--- src/sv/apsw_pkg.sv ---
// ----------------------------------------------------------------------------
// apsw_pkg: shared types and constants for the pixel alpha swizzle unit
// Holds the per-lane pipeline payload, the restoring division step and the
// byte constants used by the premultiply and unpremultiply paths.
// ----------------------------------------------------------------------------
package apsw_pkg;

	localparam int unsigned CHAN_W    = 8;
	localparam int unsigned PROD_W    = 2 * CHAN_W;
	localparam int unsigned NUM_LANES = 3;
	localparam int unsigned DIV_BITS_PER_STAGE = 2;
	localparam int unsigned DIV_STAGES = CHAN_W / DIV_BITS_PER_STAGE;

	localparam logic [CHAN_W-1:0] ALPHA_ZERO   = 8'd0;
	localparam logic [CHAN_W-1:0] ALPHA_OPAQUE = 8'd255;
	localparam logic [CHAN_W-1:0] CHAN_MAX     = 8'd255;
	localparam logic [PROD_W-1:0] PREMUL_BIAS  = 16'd254;

	// configuration register indexes
	localparam logic REG_DIRECTION  = 1'b0;
	localparam logic REG_ALPHA_MODE = 1'b1;

	// direction codes
	localparam logic DIR_READ_OUT = 1'b0;
	localparam logic DIR_WRITE_IN = 1'b1;

	// alpha mode codes
	localparam logic MODE_PREMULT = 1'b0;
	localparam logic MODE_UNMULT  = 1'b1;

	// division state of one lane: partial remainder, dividend bits still to
	// shift in (msb first) and quotient bits gathered so far
	typedef struct packed {
		logic [CHAN_W-1:0] rem;
		logic [CHAN_W-1:0] lo;
		logic [CHAN_W-1:0] quo;
	} apsw_div_t;

	// one colour lane as it travels down the pipeline
	typedef struct packed {
		logic              use_div;
		logic              clamp;
		logic [CHAN_W-1:0] byp;
		apsw_div_t         dv;
	} apsw_lane_t;

	// payload of one item past the front end
	typedef struct packed {
		logic [CHAN_W-1:0]            alpha;
		apsw_lane_t [NUM_LANES-1:0]   lane;
	} apsw_item_t;

	// one restoring division step: shift in one dividend bit, subtract the
	// divisor when it fits; returns {quotient bit, new remainder}
	function automatic logic [CHAN_W:0] div_step(
		input logic [CHAN_W-1:0] rem,
		input logic              nbit,
		input logic [CHAN_W-1:0] dvsr
	);
		logic [CHAN_W:0] t;
		logic [CHAN_W:0] d;
		t = {rem, nbit};
		d = {1'b0, dvsr};
		if (t >= d) begin
			div_step = {1'b1, t[CHAN_W-1:0] - dvsr};
		end else begin
			div_step = {1'b0, t[CHAN_W-1:0]};
		end
	endfunction

endpackage

--- src/sv/pixel_alpha_premultiply_swizzle_unit.sv ---
// ----------------------------------------------------------------------------
// pixel_alpha_premultiply_swizzle_unit: BGRA/RGBA swizzle with premultiply
// on write-in and saturating unpremultiply on read-out
// ----------------------------------------------------------------------------
// Throughput: one item per cycle; busy is always low.
// Depth is set by the restoring divider, two quotient bits per stage over
// four stages, after two front stages for products and setup.
// Reset clears both configuration registers and all pipeline valid bits.
// Results are strobed on done for one cycle; the receiver cannot stall.
// ----------------------------------------------------------------------------
module pixel_alpha_premultiply_swizzle_unit (
	input  logic                         clk,
	input  logic                         arst_n,
	input  logic                         cfg_we,
	input  logic                         cfg_idx,
	input  logic                         cfg_data,
	input  logic                         start,
	output logic                         busy,
	input  logic [apsw_pkg::CHAN_W-1:0]  in_chan_0,
	input  logic [apsw_pkg::CHAN_W-1:0]  in_chan_1,
	input  logic [apsw_pkg::CHAN_W-1:0]  in_chan_2,
	input  logic [apsw_pkg::CHAN_W-1:0]  in_alpha,
	output logic                         done,
	output logic [apsw_pkg::CHAN_W-1:0]  out_chan_0,
	output logic [apsw_pkg::CHAN_W-1:0]  out_chan_1,
	output logic [apsw_pkg::CHAN_W-1:0]  out_chan_2,
	output logic [apsw_pkg::CHAN_W-1:0]  out_alpha,
	output logic                         clamped
);

	logic                 direction_q;
	logic                 alpha_mode_q;

	logic                 vld_pipe  [apsw_pkg::DIV_STAGES+1];
	apsw_pkg::apsw_item_t item_pipe [apsw_pkg::DIV_STAGES+1];

	logic [apsw_pkg::CHAN_W-1:0] res [apsw_pkg::NUM_LANES];
	apsw_pkg::apsw_item_t        last;

	assign busy = 1'b0;

	// configuration registers
	always_ff @(posedge clk or negedge arst_n) begin
		if (!arst_n) begin
			direction_q  <= apsw_pkg::DIR_READ_OUT;
			alpha_mode_q <= apsw_pkg::MODE_PREMULT;
		end else if (cfg_we) begin
			unique case (cfg_idx)
				apsw_pkg::REG_DIRECTION:  direction_q  <= cfg_data;
				apsw_pkg::REG_ALPHA_MODE: alpha_mode_q <= cfg_data;
				default: ;
			endcase
		end
	end

	apsw_front u_front (
		.clk        (clk),
		.arst_n     (arst_n),
		.in_vld     (start && !busy),
		.in_chan_0  (in_chan_0),
		.in_chan_1  (in_chan_1),
		.in_chan_2  (in_chan_2),
		.in_alpha   (in_alpha),
		.direction  (direction_q),
		.alpha_mode (alpha_mode_q),
		.out_vld    (vld_pipe[0]),
		.out_item   (item_pipe[0])
	);

	// divider stages, two quotient bits each
	for (genvar g = 0; g < apsw_pkg::DIV_STAGES; g++) begin : g_div
		apsw_div_stage u_stage (
			.clk      (clk),
			.arst_n   (arst_n),
			.in_vld   (vld_pipe[g]),
			.in_item  (item_pipe[g]),
			.out_vld  (vld_pipe[g+1]),
			.out_item (item_pipe[g+1])
		);
	end

	// pick quotient or bypass value per lane
	always_comb begin
		last = item_pipe[apsw_pkg::DIV_STAGES];
		for (int i = 0; i < apsw_pkg::NUM_LANES; i++) begin
			res[i] = last.lane[i].use_div ? last.lane[i].dv.quo : last.lane[i].byp;
		end
	end

	assign done       = vld_pipe[apsw_pkg::DIV_STAGES];
	assign out_chan_0 = res[0];
	assign out_chan_1 = res[1];
	assign out_chan_2 = res[2];
	assign out_alpha  = last.alpha;
	assign clamped    = last.lane[0].clamp || last.lane[1].clamp || last.lane[2].clamp;

`ifndef NO_ASSERTIONS
	// every result comes from an earlier matching start
	a_done_latency: assert property (@(posedge clk) disable iff (!arst_n)
		done |-> $past(start, 6))
		else $error("result without a matching start");

	// saturation only happens for alpha strictly between 0 and 255
	a_clamp_alpha: assert property (@(posedge clk) disable iff (!arst_n)
		(done && clamped) |-> (out_alpha != apsw_pkg::ALPHA_ZERO &&
			out_alpha != apsw_pkg::ALPHA_OPAQUE))
		else $error("clamp flagged outside unpremultiply range");

	// a saturated item shows at least one channel at full scale
	a_clamp_value: assert property (@(posedge clk) disable iff (!arst_n)
		(done && clamped) |-> (out_chan_0 == apsw_pkg::CHAN_MAX ||
			out_chan_1 == apsw_pkg::CHAN_MAX || out_chan_2 == apsw_pkg::CHAN_MAX))
		else $error("clamp flagged without a saturated channel");
`endif

endmodule

--- src/sv/apsw_front.sv ---
// ----------------------------------------------------------------------------
// apsw_front: swizzle, mode decode and products (stage 1), then saturation
// check, premultiply rounding and division setup (stage 2)
// ----------------------------------------------------------------------------
module apsw_front (
	input  logic                         clk,
	input  logic                         arst_n,
	input  logic                         in_vld,
	input  logic [apsw_pkg::CHAN_W-1:0]  in_chan_0,
	input  logic [apsw_pkg::CHAN_W-1:0]  in_chan_1,
	input  logic [apsw_pkg::CHAN_W-1:0]  in_chan_2,
	input  logic [apsw_pkg::CHAN_W-1:0]  in_alpha,
	input  logic                         direction,
	input  logic                         alpha_mode,
	output logic                         out_vld,
	output apsw_pkg::apsw_item_t         out_item
);

	logic                        vld_s1;
	logic [apsw_pkg::CHAN_W-1:0] chan_s1 [apsw_pkg::NUM_LANES];
	logic [apsw_pkg::PROD_W-1:0] prod_s1 [apsw_pkg::NUM_LANES];
	logic [apsw_pkg::CHAN_W-1:0] alpha_s1;
	logic                        div_en_s1;
	logic                        pre_en_s1;

	logic [apsw_pkg::CHAN_W-1:0] swz [apsw_pkg::NUM_LANES];
	logic                        div_en;
	logic                        pre_en;

	logic                        vld_s2;
	apsw_pkg::apsw_item_t        item_s2;
	apsw_pkg::apsw_item_t        item_nx;

	// swap channels 0 and 2, decode which conversion applies
	always_comb begin
		swz[0] = in_chan_2;
		swz[1] = in_chan_1;
		swz[2] = in_chan_0;
		div_en = (alpha_mode == apsw_pkg::MODE_UNMULT)
			&& (direction == apsw_pkg::DIR_READ_OUT)
			&& (in_alpha != apsw_pkg::ALPHA_ZERO) && (in_alpha != apsw_pkg::ALPHA_OPAQUE);
		pre_en = (alpha_mode == apsw_pkg::MODE_UNMULT)
			&& (direction == apsw_pkg::DIR_WRITE_IN)
			&& (in_alpha != apsw_pkg::ALPHA_OPAQUE);
	end

	// stage 1 valid
	always_ff @(posedge clk or negedge arst_n) begin
		if (!arst_n) begin
			vld_s1 <= 1'b0;
		end else begin
			vld_s1 <= in_vld;
		end
	end

	// stage 1 payload: biased products for premultiply
	always_ff @(posedge clk) begin
		alpha_s1  <= in_alpha;
		div_en_s1 <= div_en;
		pre_en_s1 <= pre_en;
		for (int i = 0; i < apsw_pkg::NUM_LANES; i++) begin
			chan_s1[i] <= swz[i];
			prod_s1[i] <= swz[i] * in_alpha + apsw_pkg::PREMUL_BIAS;
		end
	end

	// saturation check, divide-by-255 of the product, division setup
	always_comb begin
		logic [apsw_pkg::PROD_W-1:0] num;
		logic [apsw_pkg::PROD_W-1:0] lim;
		logic [apsw_pkg::PROD_W-1:0] rnd;
		logic                        sat;
		item_nx.alpha = alpha_s1;
		for (int i = 0; i < apsw_pkg::NUM_LANES; i++) begin
			num = {chan_s1[i], {apsw_pkg::CHAN_W{1'b0}}}
				- {{apsw_pkg::CHAN_W{1'b0}}, chan_s1[i]};
			lim = {alpha_s1, {apsw_pkg::CHAN_W{1'b0}}};
			sat = div_en_s1 && (num >= lim);
			// x/255 = (x + 1 + (x >> 8)) >> 8 for x below 2^16 - 1
			rnd = prod_s1[i]
				+ {{apsw_pkg::CHAN_W{1'b0}},
					prod_s1[i][apsw_pkg::PROD_W-1 -: apsw_pkg::CHAN_W]}
				+ {{(apsw_pkg::PROD_W-1){1'b0}}, 1'b1};
			item_nx.lane[i].clamp   = sat;
			item_nx.lane[i].use_div = div_en_s1 && !sat;
			if (sat) begin
				item_nx.lane[i].byp = apsw_pkg::CHAN_MAX;
			end else if (pre_en_s1) begin
				item_nx.lane[i].byp = rnd[apsw_pkg::PROD_W-1 -: apsw_pkg::CHAN_W];
			end else begin
				item_nx.lane[i].byp = chan_s1[i];
			end
			item_nx.lane[i].dv.rem = num[apsw_pkg::PROD_W-1 -: apsw_pkg::CHAN_W];
			item_nx.lane[i].dv.lo  = num[apsw_pkg::CHAN_W-1:0];
			item_nx.lane[i].dv.quo = '0;
		end
	end

	// stage 2 valid
	always_ff @(posedge clk or negedge arst_n) begin
		if (!arst_n) begin
			vld_s2 <= 1'b0;
		end else begin
			vld_s2 <= vld_s1;
		end
	end

	// stage 2 payload
	always_ff @(posedge clk) begin
		item_s2 <= item_nx;
	end

	assign out_vld  = vld_s2;
	assign out_item = item_s2;

endmodule

--- src/sv/apsw_div_stage.sv ---
// ----------------------------------------------------------------------------
// apsw_div_stage: one pipeline stage of the restoring divider
// Resolves two quotient bits of c*255/alpha in each of the three lanes.
// ----------------------------------------------------------------------------
module apsw_div_stage (
	input  logic                  clk,
	input  logic                  arst_n,
	input  logic                  in_vld,
	input  apsw_pkg::apsw_item_t  in_item,
	output logic                  out_vld,
	output apsw_pkg::apsw_item_t  out_item
);

	logic                 vld_s1;
	apsw_pkg::apsw_item_t item_s1;
	apsw_pkg::apsw_item_t item_nx;

	// shift in two dividend bits per lane, one quotient bit each
	always_comb begin
		logic [apsw_pkg::CHAN_W:0] st;
		item_nx = in_item;
		for (int i = 0; i < apsw_pkg::NUM_LANES; i++) begin
			for (int k = 0; k < apsw_pkg::DIV_BITS_PER_STAGE; k++) begin
				st = apsw_pkg::div_step(item_nx.lane[i].dv.rem,
					item_nx.lane[i].dv.lo[apsw_pkg::CHAN_W-1], in_item.alpha);
				item_nx.lane[i].dv.rem = st[apsw_pkg::CHAN_W-1:0];
				item_nx.lane[i].dv.lo  = {item_nx.lane[i].dv.lo[apsw_pkg::CHAN_W-2:0], 1'b0};
				item_nx.lane[i].dv.quo = {item_nx.lane[i].dv.quo[apsw_pkg::CHAN_W-2:0],
					st[apsw_pkg::CHAN_W]};
			end
		end
	end

	// advance valid
	always_ff @(posedge clk or negedge arst_n) begin
		if (!arst_n) begin
			vld_s1 <= 1'b0;
		end else begin
			vld_s1 <= in_vld;
		end
	end

	// hold payload
	always_ff @(posedge clk) begin
		item_s1 <= item_nx;
	end

	assign out_vld  = vld_s1;
	assign out_item = item_s1;

endmodule

--- config.mk ---
export PLATFORM = sky130hd
export DESIGN_NAME = pixel_alpha_premultiply_swizzle_unit
export DESIGN_NICKNAME = d
export VERILOG_FILES = /design/src/sv/apsw_pkg.sv /design/src/sv/pixel_alpha_premultiply_swizzle_unit.sv /design/src/sv/apsw_front.sv /design/src/sv/apsw_div_stage.sv
export SDC_FILE = /design/constraint.sdc
export NUM_CORES = 1
export LEC_CHECK = 0
export BUFFER_PORTS_ARGS = -buffer_cell sky130_fd_sc_hd__buf_4
export CORE_ASPECT_RATIO = 1.75
export CORE_MARGIN = 5
export CORE_UTILIZATION = 65
export CTS_CLUSTER_DIAMETER = 50
export CTS_CLUSTER_SIZE = 25
export DETAILED_ROUTE_END_ITERATION = 10
export PLACE_DENSITY = 0.87
export SLEW_MARGIN = 20
export SYNTH_ARGS = -nofsm -noshare
export SYNTH_HDL_FRONTEND = slang
export SYNTH_HIERARCHICAL = 1
export SYNTH_SLANG_ARGS = --single-unit
--- constraint.sdc ---
create_clock -name clk -period 8.9 [get_ports clk]
set_input_delay 1.335 -clock clk [delete_from_list [all_inputs] [get_ports clk]]
set_output_delay 1.335 -clock clk [all_outputs]
set_load 0.02 [all_outputs]
======== Word level (Yosys, flattened, before mapping) ========
Memories as Yosys holds them, arrays and structs flattened.
Index checks and enable logic that the tools add are counted.
cells by class
  bitwise gates (word level) .............. 2
  equality and inequality tests ........... 1
  magnitude comparators ................... 27
  multiply operators ...................... 3
  reductions and logical operators ........ 19
  muxes and demuxes ....................... 30
  add/subtract/negate cells ............... 36
operator list
  operator                                                         number
  9-bit by 8-bit >= comparator with 1-bit output                   24
  9-bit 2-to-1 mux                                                 24
  8-bit subtractor                                                 24
  16-bit by 1-bit adder with 16-bit output, second input constant  3
  16-bit by 8-bit adder with 16-bit output                         3
  16-bit by 8-bit adder with 16-bit output, second input constant  3
  16-bit >= comparator                                             3
  8-bit by 8-bit multiplier with 16-bit output                     3
  8-bit 2-to-1 mux                                                 6
  16-bit by 8-bit subtractor with 16-bit output                    3
  1-bit logical AND                                                11
  8-bit != test, second input constant                             1
  8-bit nonzero test                                               1
  2-bit AND reduction                                              2
  1-bit zero test                                                  3
  1-bit logical OR                                                 2
  1-bit inverter                                                   2
storage, ports and cells
  output and inout port bits .............. 35
  bits in registers ....................... 424
  bits in writable memories ............... 72
  word-level logic and storage cells ...... 217
  bits of input ports ..................... 38
  memories kept ........................... 2
memories
  memory           depth  width  read ports  clocked after memory_dff  wr ports  RTL line          RTL
  u_front.prod_s1  3      16     3           0                         3         apsw_front.sv:21  logic [apsw_pkg::PROD_W-1:0] prod_s1 [apsw_pkg::NUM_LANES];
  u_front.chan_s1  3      8      3           0                         3         apsw_front.sv:20  logic [apsw_pkg::CHAN_W-1:0] chan_s1 [apsw_pkg::NUM_LANES];

======== Longest topological paths before layout ========
Gate-level depths: netlist (run 1).
An unclocked memory read counts as a cell.
  word-level depth ........................ 6
  depth in mapped cells ................... 18

======== Hierarchy ========
The synthesis (run 1) kept the hierarchy.
modules (own cells, without submodules)
  module                                 cells each  area an instance (um2)  instances
  apsw_div_stage (g_div[0].u_stage ...)  452         4936.0                  3
  apsw_front                             1349        12613.3                 1
  apsw_div_stage (g_div[2].u_stage)      454         4847.1                  1
  pixel_alpha_premultiply_swizzle_unit   36          498.0                   1

======== Worst setup path before layout (run 1) ========
OpenSTA, ideal clock, no wires.
  path kind ............................... input port to flip-flop
  start point ............................. input in_alpha[1] (netlist name)
  end point ............................... memory u_front/prod_s1[0][45] (netlist name)
  buffers on the path ..................... 2
  slack ................................... 3414 ps
  arrival time ............................ 5414 ps
  stages on the path ...................... 17
  required time ........................... 8828 ps
  path through ............................ clkbuf_1 -> clkbuf_1 -> nand2_1 -> fa_1 -> inv_1 -> fa_1 -> fa_1 -> inv_1 -> fa_1 -> inv_1 -> ha_1 -> a21oi_1 -> o21ai_0 -> a211o_1 -> a31o_2 -> a21oi_1 -> xnor2_1
RTL lines
  item                RTL line                                    RTL
  start: declaration  pixel_alpha_premultiply_swizzle_unit.sv:22  input logic [apsw_pkg::CHAN_W-1:0] in_alpha,
  end: declaration    apsw_front.sv:21

==> results by stage, run 1 <==
Final layout:
- The library cells used most frequently in the layout, excluding fill and tap cells, are 488 x sky130_fd_sc_hd__dfxtp_1, 355 x sky130_fd_sc_hd__inv_1, 336 x sky130_fd_sc_hd__ha_1.
- The synthesis-to-finish area growth is 6.98%.
- The net count of the finished layout is 3,549.
- After routing the design area is roughly 0.032 mm^2.
- At the end of the flow the core is filled with cells to 70.3%.
- The number of antenna repair diodes is 0.
- The most frequent standard cell in the layout excluding fill and tap cells is sky130_fd_sc_hd__dfxtp_1.
- Leaving out filler cells and counting taps, the final layout contains 3,625.
- The post-route netlist has roughly 11% of its cells at a drive strength greater than 1.

Timing:
- Setup violations remaining at the end of the flow were counted as 0.
- The shortest period the worst path allows is ~5.3 ns.
- The final clock skew is about 0.018 ns.
- The worst-margin pin slew is 0.968 ns.
- The final-report max-slew violation count was 0.
- The part of the cycle the worst path needs is about 59%.
- For this run, the top clock speed supported by timing is 0.189 GHz.
- The worst path meets setup with 3.62 ns of slack.
- The worst hold slack is 0.322 ns.
- Setup repair after global routing left no endpoint under its margin.
- The count of endpoints failing hold in the final timing report is 0.
- Measured against its own limit, the worst slew margin works out to between 30% and 40%.
- The final-layout setup total negative slack is 0 ns.

Detailed routing:
- The first TritonRoute pass finished after 5 iterations.
- The number of DRC markers after the initial detailed-route iteration is 964.
- Once detail routing completed, the nets flagged for antenna violations numbered 0.
- The number of DRC violations after detailed routing is 0.
- The wire length reported by the detailed router is around 68 mm.
- The via density per instance is 5.99.
- The routed via count is 21.7k.
- In the final routed layout, each cell accounts on average for 18.9 um.

Placement:
- Input and output buffers added on the ports amount to 71.
- After detailed placement, the total cell area comes to around 0.031 mm^2.
- Routability-driven placement finished with a final weighted congestion of approximately 0.94.
- Prior to clock tree synthesis, the placed netlist has a worst setup slack of 3.33 ns.
- Counting tap cells, the placed design contains a total of 3,574 instances.
- The HPWL reported at the end of detailed placement is 54.3 mm.

Pwr:
- The share of total power consumed by net switching is 41.3%.
- The clock network is responsible for between 10% and 20% of the overall power.
- The leakage power is between 10 and 15 nW.
- The share of total power dissipated in combinational logic is 60.1%.
- The design draws between 10 and 15 mW.
- In this run the power spent charging and discharging nets is 4.87 mW.
- The maximum vdd ir drop is 0.266 mV.
- In this run, flip-flops and latches consume 27.4% of the power.
- The internal portion of the total power is between 6 and 7 mW.
- In this run the power density over the cells is roughly 370 mW/mm^2.

Synthesis:
- The count of mapped cells out of synthesis is 2,961.
- The average instance area after synthesis is 10.0 um^2.
- The synthesized net count is 3,482.
- In this run the cell area of the synthesized design comes to a little under 0.03 mm^2.
- The number of synthesis warnings is 6.

CTS:
- In this run, post-CTS hold repair placed 0 buffers.
- The number of setup buffers added after CTS is 0.
- TritonCTS built the clock tree.
- The clock latency reported for the late side of the worst-skew pair is 0.59 ns.
- The post-CTS clock slew at the launch and capture registers of the worst setup and hold paths is 0.09 ns.
- The total clock sinks is 496.
- Buffers inserted during clock tree synthesis total 29.
- Clock tree synthesis selected as its root buffer the cell sky130_fd_sc_hd__clkbuf_16.
- The post-cts gate resize count is 0.
- The deepest level of the CTS H-tree is 1.
- The clock passes through at most 3 buffers.

Floorplanning:
- The region available for standard cell placement spans 0.0452 mm^2.
- The total number of placement rows is slightly above 100.
- From bottom edge to top edge, the die measures 293 um.
- The initial utilization of the core area, before any placement, comes to 65.7%.
- The area of the die is between 0.05 and 0.06 mm^2.
- The number of ports placed on the die boundary is 73.
- The die outline width is roughly 170 um.

Global route:
- Global routing used a little over a quarter of the available tracks.
- The first global-routing pass estimated 111 mm of wire.
- Global routing used 51.6% of the available met2 tracks.
- met2 is the most crowded layer.
- The initial antenna violation count is 0.
- The total congestion overflow is 0.
- The via count of the first global-routing pass is about 23k.
- The largest net degree at the start of global routing is between 40 and 50.
- Global routing consumed, on the met3 layer, 2.42% of the routing resources.
- The met1 routing resource usage after global routing is between 20% and 30%.

Min path:
- The path category of the worst min-delay check is reg2reg.

Run:
- The number of max-capacitance violations reported is 0.

Worst setup path:
- The worst setup path is launched from a flop.
- At the worst endpoint, the arrival time is 5.77 ns.
- The type of element capturing the critical path is a flop.
- The maximum fanout along the worst path is 12.
- The data required time at the worst endpoint is 9.38 ns.
- The critical path is of the reg2reg type.

Run status:
- The run finished with clean final reports.
-- cell type report --
type	instances	area [um^2]
inverters	358	1350
well taps	577	722
clock buffers	35	788
flip-flops and latches	496	9970
multi-input cells	2069	18200
clock inverters	16	211
repair buffers	74	556
fillers	3235	13400
-- routing by layer --
layer	routed length [um]	vias to the layer above
met5	0	-
met4	6250	0
met3	2140	303
met2	36900	655
met1	23100	10400
li1	-	10300
-- power by group through the flow --
stage	clock network [mW]	registers, mW	logic [mW]
6_report	1.47	3.24	7.11
5_1_grt	1.59	3.30	7.79
4_1_cts	1.50	3.23	7.06
3_5_place_dp	0	3.27	6.99
3_3_place_gp	0	3.24	6.67
2_1_floorplan	0	3.14	5.64
-- flip-flops by register name, indices dropped and copies added (netlist names) --
signal / flops
g_div.u_stage/out_item: 320
u_front/out_item: 86
u_front/prod_s1: 48
u_front/chan_s1: 24
u_front/alpha_s1: 8
g_div.u_stage/out_vld: 4
alpha_mode_q: 1
direction_q: 1
u_front/div_en_s1: 1
u_front/out_vld: 1
u_front/pre_en_s1: 1
u_front/vld_s1: 1
-- final timing paths --
path | slack, ns | depth (start not counted) | from | endpoint
max | 3.62 | 15 | g_div[1].u_stage/out_item[103] | g_div[2].u_stage/out_item[56]
min | 0.32 | 0 | u_front/out_item[78] | g_div[0].u_stage/out_item[80]
max reg2reg | 3.62 | 15 | g_div[1].u_stage/out_item[103] | g_div[2].u_stage/out_item[56]
min reg2reg | 0.32 | 0 | u_front/out_item[78] | g_div[0].u_stage/out_item[80]
max in group asynchronous | 8.14 | 1 | arst_n | direction_q
min in group asynchronous | 0.57 | 1 | arst_n | u_front/vld_s1
-- critical path, stage by stage, from the launching register on --
cell	delay, ns
sky130_fd_sc_hd__dfxtp_1	0.33
sky130_fd_sc_hd__inv_1	0.51
sky130_fd_sc_hd__ha_1	0.39
sky130_fd_sc_hd__nor2b_1	0.15
sky130_fd_sc_hd__o21ai_0	0.23
sky130_fd_sc_hd__a31oi_1	0.15
sky130_fd_sc_hd__nor3b_2	0.51
sky130_fd_sc_hd__buf_4	0.26
sky130_fd_sc_hd__mux2i_1	0.35
sky130_fd_sc_hd__ha_1	0.32
sky130_fd_sc_hd__nor2b_1	0.14
sky130_fd_sc_hd__o21a_1	0.17
sky130_fd_sc_hd__o21ai_0	0.36
sky130_fd_sc_hd__a21oi_1	0.18
sky130_fd_sc_hd__a2111oi_4	0.70
sky130_fd_sc_hd__mux2_2	0.43
Note: power is estimated with default switching activity, not from simulation.
==> run 2, diff against run 1 <==
--- a/config.mk
+++ b/config.mk
@@ -5,6 +5,7 @@
 export SDC_FILE = /design/constraint.sdc
 export NUM_CORES = 1
 export LEC_CHECK = 0
+export ABC_AREA = 1
 export BUFFER_PORTS_ARGS = -buffer_cell sky130_fd_sc_hd__buf_4
 export CORE_ASPECT_RATIO = 1.75
 export CORE_MARGIN = 5
==> constraint.sdc (replaced) <==
create_clock -name clk -period 5.2 [get_ports clk]
set_input_delay 0.78 -clock clk [delete_from_list [all_inputs] [get_ports clk]]
set_output_delay 0.78 -clock clk [all_outputs]
set_load 0.02 [all_outputs]
==> run 2 against run 1 <==
Net effect:
- sequential cell count unchanged
- clock power up 90%
- global-route usage up 1.2 points
- total power up 75%
- first-iteration DRC count up 42%
- via count up 22%
- clock skew up 0.00059 ns
- combinational power up 74%
- critical path depth unchanged
- area after synthesis up 7.6%
- largest cell class unchanged
- final area up 7.7%
- final cell count up 35%
==> results by stage, run 2 <==
Timing:
- The setup violation total in the final timing report is 0 (unchanged).
- The worst-margin pin slew was 0.737 ns (-0.231 ns).
- After layout, the worst path uses around 81% of the clock period.
- The count of endpoints failing hold in the final timing report is 0 (unchanged).
- After layout, the minimum clock period comes to 4.20 ns.
- The final-layout setup total negative slack is 0 ns (unchanged).
- Setup repair after global routing left no endpoint under its margin.
- The final-report max-slew violation count is 0 (unchanged).
- The worst hold slack is 0.300 ns (-0.0223 ns).
- For this run, the top clock speed supported by timing is 0.238 GHz.
- The headroom to the max-slew limit came to 50.8% (+15 points).
- The final clock skew came to 0.0188 ns (+0.000591 ns).

Synthesis:
- The synthesized net count is 4,693 (+35%).
- The post-synthesis cell area is 0.0320 mm^2 (+7.6%).
- The average instance area after synthesis came to 7.67 um^2 (-24%).
- The number of synthesis warnings came to 6 (unchanged).
- The count of mapped cells out of synthesis is 4,172 (+41%).

Detailed routing:
- The wire length reported by the detailed router is 75.9 mm (+11%).
- The number of DRC violations after detailed routing was 0 (unchanged).
- The count of antenna-violating nets left after detailed routing was 0 (unchanged).
- The via density per instance is 5.41 (-9.7%).
- The number of iterations in the first detailed-routing pass was 9 (+4).
- The number of DRC markers after the initial detailed-route iteration is 1,367 (+42%).
- The average routed wire per standard cell is 15.5 um (-18%).
- The routed via count came to 26.5k (+22%).

Global route:
- The global-route wire length before repair was 124 mm (+11%).
- The largest net degree at the start of global routing is 29 (-36%).
- The total routing resource utilization after global routing came to 28.3% (+1.2 points).
- The total congestion overflow is 0 (unchanged).
- The initial antenna violation count is 5 (+5).
- The via count of the first global-routing pass was 27.2k (+16%).

CTS:
- The clock latency reported for the late side of the worst-skew pair is 0.60 ns (about the same).
- The number of hold buffers added after cts came to 1 (+1).
- The total clock sinks was 496 (unchanged).
- The post-cts gate resize count is 0 (unchanged).
- The root buffer cell chosen for the clock tree is sky130_fd_sc_hd__clkbuf_16.
- The number of setup buffers added after CTS was 0 (unchanged).
- The total clock buffers created by CTS is 30 (+3.4%).
- The number of buffers on the longest clock path came to 3 (unchanged).
- The deepest level of the CTS H-tree is 1 (unchanged).
- TritonCTS built the clock tree.
- The post-CTS clock slew at the launch and capture registers of the worst setup and hold paths is 0.08 ns (about the same).

Final layout:
- The count of placed standard cells in the final layout, fillers left out came to 4,898 (+35%).
- Leaving out fill and tap cells, the most frequent cells in the layout are 1,224 x sky130_fd_sc_hd__nand2_1, 730 x sky130_fd_sc_hd__inv_1, 488 x sky130_fd_sc_hd__dfxtp_1.
- Leaving out fill and tap cells, the most frequent cell in the layout is sky130_fd_sc_hd__nand2_1.
- The share of final-layout standard cells stronger than drive strength 1 came to 7.62% (-3.6 points).
- The number of flip-flops under the largest register name is 320 (unchanged).
- The synthesis-to-finish area growth came to 7.08% (about the same).
- The share of the core filled with cells was 70.3% (about the same).
- The number of nets in the final layout came to 4,742 (+34%).

Placement:
- The weighted congestion at the end of routability-driven global placement is 0.991 (+5.6%).
- The total placed cells including tap cells is 4,842 (+35%).
- The total of buffers placed on input and output ports was 71 (unchanged).
- The HPWL reported at the end of detailed placement is 59.9 mm (+10%).

Floorplanning:
- The area of the die was 0.0539 mm^2 (+7.3%).
- The number of ports placed on the die boundary came to 73 (unchanged).
- The area of the core is 0.0487 mm^2 (+7.7%).
- The height of the chip is 303 um (+3.6%).
- The effective utilization at floorplan is 65.6% (about the same).
- The die outline width is 178 um (+3.5%).
- The total number of placement rows was 107 (+3.9%).

Run status:
- The run finished with clean final reports.

Worst setup path:
- The type of element capturing the critical path is a flop.
- The maximum fanout along the worst path was 27 (+15).
- The worst path arrival time is 4.68 ns (-1.09 ns).
- The delay of the slowest critical-path stage was 0.57 ns (-0.13 ns).
- The signal on the critical path passes through buf_4 > nand2_1 > fa_1 > inv_1 > fa_1 > inv_1 > fa_1 > fa_1 > inv_1 > ha_1 > a21oi_1 > o21ai_0 > a21oi_1 > o21ai_0 > xor2_1.
- STA classifies the critical path startpoint as an input pin.
- By instance count, the cell type seen most on the critical path is sky130_fd_sc_hd__fa_1.
- The startpoint identified for the worst register-to-register timing path is g_div[0].u_stage/out_item[103].
- The data required time at the worst endpoint is 5.68 ns (-3.70 ns).
- The source of the critical timing path is in_alpha[2].
- The cell with the biggest individual delay on the critical path is sky130_fd_sc_hd__fa_1.
- The reg-to-reg setup timing slack is 1.44 ns (-2.18 ns).
- The classification of the worst setup path is in2reg.

Min path:
- The worst hold path startpoint is start.
- The path category of the worst min-delay check is in2reg.

Pwr:
- The total power per unit cell area is 602 mW/mm^2 (+62%).
- The leakage power is 18.9 nW (+29%).
- The maximum vdd ir drop is 0.347 mV (+31%).

Run:
- The number of max-capacitance violations reported was 0 (unchanged).
==> run 2: cell types whose count changed in the layout (fill, tap and decap cells not counted), sizes merged, moves of 64 or more <==
cell	before	now
nand2	207	1301
inv	366	747
nand3	45	337
mux2	131	0
and2	109	1
nor2	133	209
xnor2	97	33
==> run 2: final timing paths <==
path | endpoint | cells after the start
setup / recovery | u_front/prod_s1[0][46] | 15
hold / removal | u_front/vld_s1 | 1
setup reg to reg | g_div[1].u_stage/out_item[56] | 19
hold reg to reg | g_div[0].u_stage/out_item[94] | 0
max in group asynchronous | u_front/vld_s1 | 2
min in group asynchronous | direction_q | 2
==> run 2: per-layer routing <==
layer	up-vias	part of all wire (%)	wire length [um]	global-route usage, %
met4	2	9.5	7250	23.7
met3	407	4.1	3120	3.06
met1	12100	32	24500	25.2
li1	13100	-	-	-
met5	-	0.017	13	0
met2	864	54	41000	55.4
==> run 2: worst max-delay path, delay by kind of cell <==
family                   cells  cell delay (ns)
adder cells (fa/ha/maj)      5             2.44
AO/OA/AOI/OAI                4             0.71
buffers and inverters        4             0.45
XOR/XNOR                     1             0.17
AND/OR/NAND/NOR              1             0.13
==> run 2: final cells by class <==
type,instances,area [um^2]
Antenna cell,4,10.0
Clock buffer,33,793
Clock inverter,18,338
Fill cell,3883,14500
Inverter,741,2780
Multi-Input combinational cell,2879,19000
Sequential cell,496,9970
Tap cell,654,818
Timing Repair Buffer,73,551
==> run 2: power breakdown <==
part	switching, mW	internal, mW
sequential	0.575	4.83
combinational	7.80	4.62
clock	1.38	1.42
==> run 2: per-stage QoR <==
| stage | setup WS (ns) | area [um^2] | total power, mW |
|---|---|---|---|
| after global routing | 0.780 | 34200 | 22.6 |
| final | 0.999 | 34200 | 20.6 |
| after CTS | 1.05 | 34200 | 20.6 |
| after global placement | 0.527 | 33100 | 17.3 |
| after detailed placement | 0.425 | 33100 | 17.7 |
| after floorplan | 0.469 | 32000 | 15.0 |
==> run 3, diff against run 2 <==
==> constraint.sdc (replaced) <==
create_clock -name clk -period 4.08 [get_ports clk]
set_input_delay 0.612 -clock clk [delete_from_list [all_inputs] [get_ports clk]]
set_output_delay 0.612 -clock clk [all_outputs]
set_load 0.02 [all_outputs]
==> run 3 against run 2 <==
Net effect:
- global-route usage up 0.80 points
- via count up 2.1%
- final cell count up 1.9%
- final area rose by 2.5%
- critical endpoint is now u_front/prod_s1[0][12]
==> results by stage, run 3 (synthesized netlist as in run 2, its figures left out) <==
Run status:
- The run finished with clean final reports.

Detailed routing:
- The number of DRC markers after the initial detailed-route iteration is 1,506 (+10%).
- The wire length reported by the detailed router is 77.6 mm (+2.2%).
- The number of iterations in the first detailed-routing pass came to 6 (-3).
- The average routed wire per standard cell came to 15.5 um (+0.32%).
- The number of DRC violations after detailed routing is 0 (unchanged).
- The count of antenna-violating nets left after detailed routing is 0 (unchanged).
- The via density per instance came to 5.43 (+0.26%).
- The routed via count is 27.1k (+2.1%).

Pwr:
- The maximum vdd ir drop is 0.440 mV (+27%).
- The overall power after layout is 27.1 mW (+32%).
- The leakage power is 19.4 nW (+2.2%).
- The total power per unit cell area came to 772 mW/mm^2 (+28%).

Worst setup path:
- Among the stages of the critical path, the cell type that occurs most often is sky130_fd_sc_hd__fa_1.
- The worst path arrival time is 4.24 ns (-0.44 ns).
- In this run the critical register-to-register path is captured at g_div[0].u_stage/out_item[56].
- The source of the worst register-to-register timing path is u_front/out_item[108].
- The reg-to-reg setup timing slack came to 0.49 ns (-0.95 ns).
- The classification of the worst setup path is in2reg.
- The maximum fanout along the worst path is 20 (-26%).
- The total buffers and inverters traversed by the critical path was 4 (unchanged).
- Traced cell by cell, the critical path runs through buf_4 > nand2_1 > fa_1 > inv_1 > fa_1 > fa_1 > inv_1 > fa_1 > inv_1 > ha_4 > a21oi_1 > nand2_1 > a21oi_2 > o21ai_1 > xor2_1.
- The cell with the biggest individual delay on the critical path is sky130_fd_sc_hd__fa_1.
- STA classifies the critical path endpoint as a flop.
- The delay of the slowest critical-path stage was 0.55 ns (-0.02 ns).
- The length in cells of the worst reg-to-reg path is 19 (unchanged).
- STA classifies the critical path startpoint as an input pin.
- The data required time at the worst endpoint came to 4.56 ns (-1.12 ns).
- Broken down by cell family, the worst path's largest delay share belongs to adder cells.

Final layout:
- The number of nets in the final layout is 4,833 (+1.9%).
- The total of fill cells in the finished design came to 3,740 (-3.7%).
- The number of flip-flops under the largest register name is 320 (unchanged).
- The share of final-layout standard cells stronger than drive strength 1 is 10.4% (+2.8 points).
- Leaving out fill and tap cells, the most frequent cells in the layout are 1,221 x sky130_fd_sc_hd__nand2_1, 730 x sky130_fd_sc_hd__inv_1, 488 x sky130_fd_sc_hd__dfxtp_1.
- The cell area after layout is 0.0351 mm^2 (+2.5%).
- The most frequent standard cell in the layout excluding fill and tap cells is sky130_fd_sc_hd__nand2_1.
- The synthesis-to-finish area growth is 9.80%.
- The footprint of the multi-input gates is 0.0192 mm^2 (+1.4%).
- The share of the core filled with cells came to 72.1% (+1.8 points).
- The register cell area after layout is 0.00997 mm^2 (unchanged).

CTS:
- The number of setup buffers added after CTS is 0 (unchanged).
- The tree is rooted in a sky130_fd_sc_hd__clkbuf_16.
- The total clock sinks came to 496 (unchanged).
- The post-CTS clock slew at the launch and capture registers of the worst setup and hold paths is 0.09 ns (about the same).
- TritonCTS built the clock tree.
- The clock latency reported for the late side of the worst-skew pair is 0.59 ns (about the same).
- The total clock buffers created by CTS came to 30 (unchanged).
- The number of buffers on the longest clock path was 3 (unchanged).
- The deepest level of the CTS H-tree is 1 (unchanged).

Min path:
- In this run the worst hold path is classified as in2reg.
- The path with the worst hold slack has its endpoint at u_front/vld_s1.
- The depth of the worst hold-timing path is 1 (unchanged).
- The worst hold path startpoint is start.

Timing:
- The routed design could run at a clock period as short as 3.75 ns.
- The final clock skew is 0.0220 ns (+0.00317 ns).
- Setup repair after global routing left no endpoint under its margin.
- The worst hold slack is 0.129 ns (-0.170 ns).
- The count of endpoints failing hold in the final timing report is 0 (unchanged).
- The worst-margin pin slew is 0.969 ns (+0.231 ns).
- The worst-case setup margin in the final layout came to 0.326 ns (-0.673 ns).
- The final-report max-slew violation count came to 0 (unchanged).
- Timing would allow up to 0.266 GHz.
- The final critical path takes up 92.0% of the cycle.
- The headroom to the max-slew limit was 35.3% (-15 points).
- The setup violation total in the final timing report is 0 (unchanged).

Global route:
- The met3 capacity usage during global routing is 2.83% (-0.22 points).
- The via count of the first global-routing pass was 28.1k (+3.1%).
- The largest net degree at the start of global routing is 29 (unchanged).
- The met2 capacity usage during global routing is 56.6% (+1.3 points).
- The total routing resource utilization after global routing is 29.1% (+0.80 points).
- The most used routing layer is met2.
- The total congestion overflow was 0 (unchanged).
- The met1 routing resource usage after global routing is 25.8% (+0.52 points).
- The global-route wire length before repair is 128 mm (+3.3%).
- The initial antenna violation count was 4 (-1).

Floorplanning:
- The effective utilization at floorplan is 65.6% (unchanged).
- The total number of placement rows is 107 (unchanged).
- The area of the core is 0.0487 mm^2 (unchanged).
- The height of the chip is 303 um (unchanged).
- The number of ports placed on the die boundary was 73 (unchanged).
- The die outline width was 178 um (unchanged).
- The area of the die is 0.0539 mm^2 (unchanged).

Placement:
- The post-placement worst setup slack is -0.267 ns (-0.692 ns).
- The HPWL reported at the end of detailed placement was 63.2 mm (+5.4%).
- The total of buffers placed on input and output ports was 71 (unchanged).
- The post-placement cell area came to 0.0340 mm^2 (+2.9%).
- The weighted congestion at the end of routability-driven global placement is 0.991 (about the same).

Run:
- The number of max-capacitance violations reported is 0 (unchanged).
-- run 3: cell count changes in the layout (fill, tap and decap cells not counted), sizes merged --
| cell | change |
|---|---|
| buf | +91 |
| bufinv | -3 |
| inv | +3 |
| clkinv | +1 |
| clkinvlp | -1 |
| diode | +1 |
-- run 3: worst max-delay path by stage --
stage / startpoint / to / slack (ns) / depth (start not counted)
after floorplan: in_alpha[2] / u_front/prod_s1[0][46] / -0.01 / 16
after global placement: in_alpha[2] / u_front/prod_s1[0][46] / -0.14 / 15
after detailed placement: in_alpha[2] / u_front/prod_s1[0][46] / -0.27 / 15
after CTS: in_alpha[2] / u_front/prod_s1[0][46] / 0.36 / 15
after global routing: in_alpha[2] / u_front/prod_s1[0][12] / 0.21 / 15
final: in_alpha[2] / u_front/prod_s1[0][12] / 0.33 / 15
-- run 3: repair_timing --
action	CTS	global route
hold endpoints to repair	8	0
gates resized for setup	0	0
hold buffers	1	0
-- run 3: final cells by class --
cell class                      count  share of cell area [%]
Inverter                          741                    7.92
Sequential cell                   496                    28.4
Multi-Input combinational cell   2879                    54.8
Clock buffer                       33                    2.23
Antenna cell                        5                  0.0356
Tap cell                          654                    2.33
Timing Repair Buffer              164                    3.51
Clock inverter                     18                   0.773
-- run 3: report_power, final --
part           internal [mW]  switching [mW]  total [mW]
registers               6.15           0.740        6.89
logic                   6.65            10.3        16.9
clock network           1.60            1.72        3.32
-- run 3: through the flow --
stage	std cells	TNS, ns
after CTS	4985	0
after global routing	4989	0
after detailed placement	4933	-4.35
after global placement	4933	-1.64
after floorplan	4172	-0.0281
final	4990	0
-- run 3: per-layer routing --
layer  vias up  part of all wire, %
met5         -                    0
met4         0                   11
met3       427                  3.7
met2       851                   54
met1     12500                   32
li1      13300                    -
-- run 3: worst reg2reg max path, cell delays in order, from the launching register on --
cell and delay [ns]:
sky130_fd_sc_hd__dfxtp_1 0.34, sky130_fd_sc_hd__inv_1 0.33, sky130_fd_sc_hd__ha_1 0.38, sky130_fd_sc_hd__nand2_1 0.08, sky130_fd_sc_hd__nand2_1 0.06, sky130_fd_sc_hd__nand2_1 0.06
sky130_fd_sc_hd__nand2_1 0.08, sky130_fd_sc_hd__nor2_1 0.33, sky130_fd_sc_hd__nand2_4 0.17, sky130_fd_sc_hd__nand2_1 0.10, sky130_fd_sc_hd__nand2_1 0.08, sky130_fd_sc_hd__ha_1 0.37
sky130_fd_sc_hd__a21oi_1 0.18, sky130_fd_sc_hd__nand2_1 0.15, sky130_fd_sc_hd__nand2_1 0.10, sky130_fd_sc_hd__nand3_1 0.11, sky130_fd_sc_hd__nand2_2 0.22, sky130_fd_sc_hd__nand3_4 0.17
sky130_fd_sc_hd__nand2_1 0.11, sky130_fd_sc_hd__nand2_1 0.06
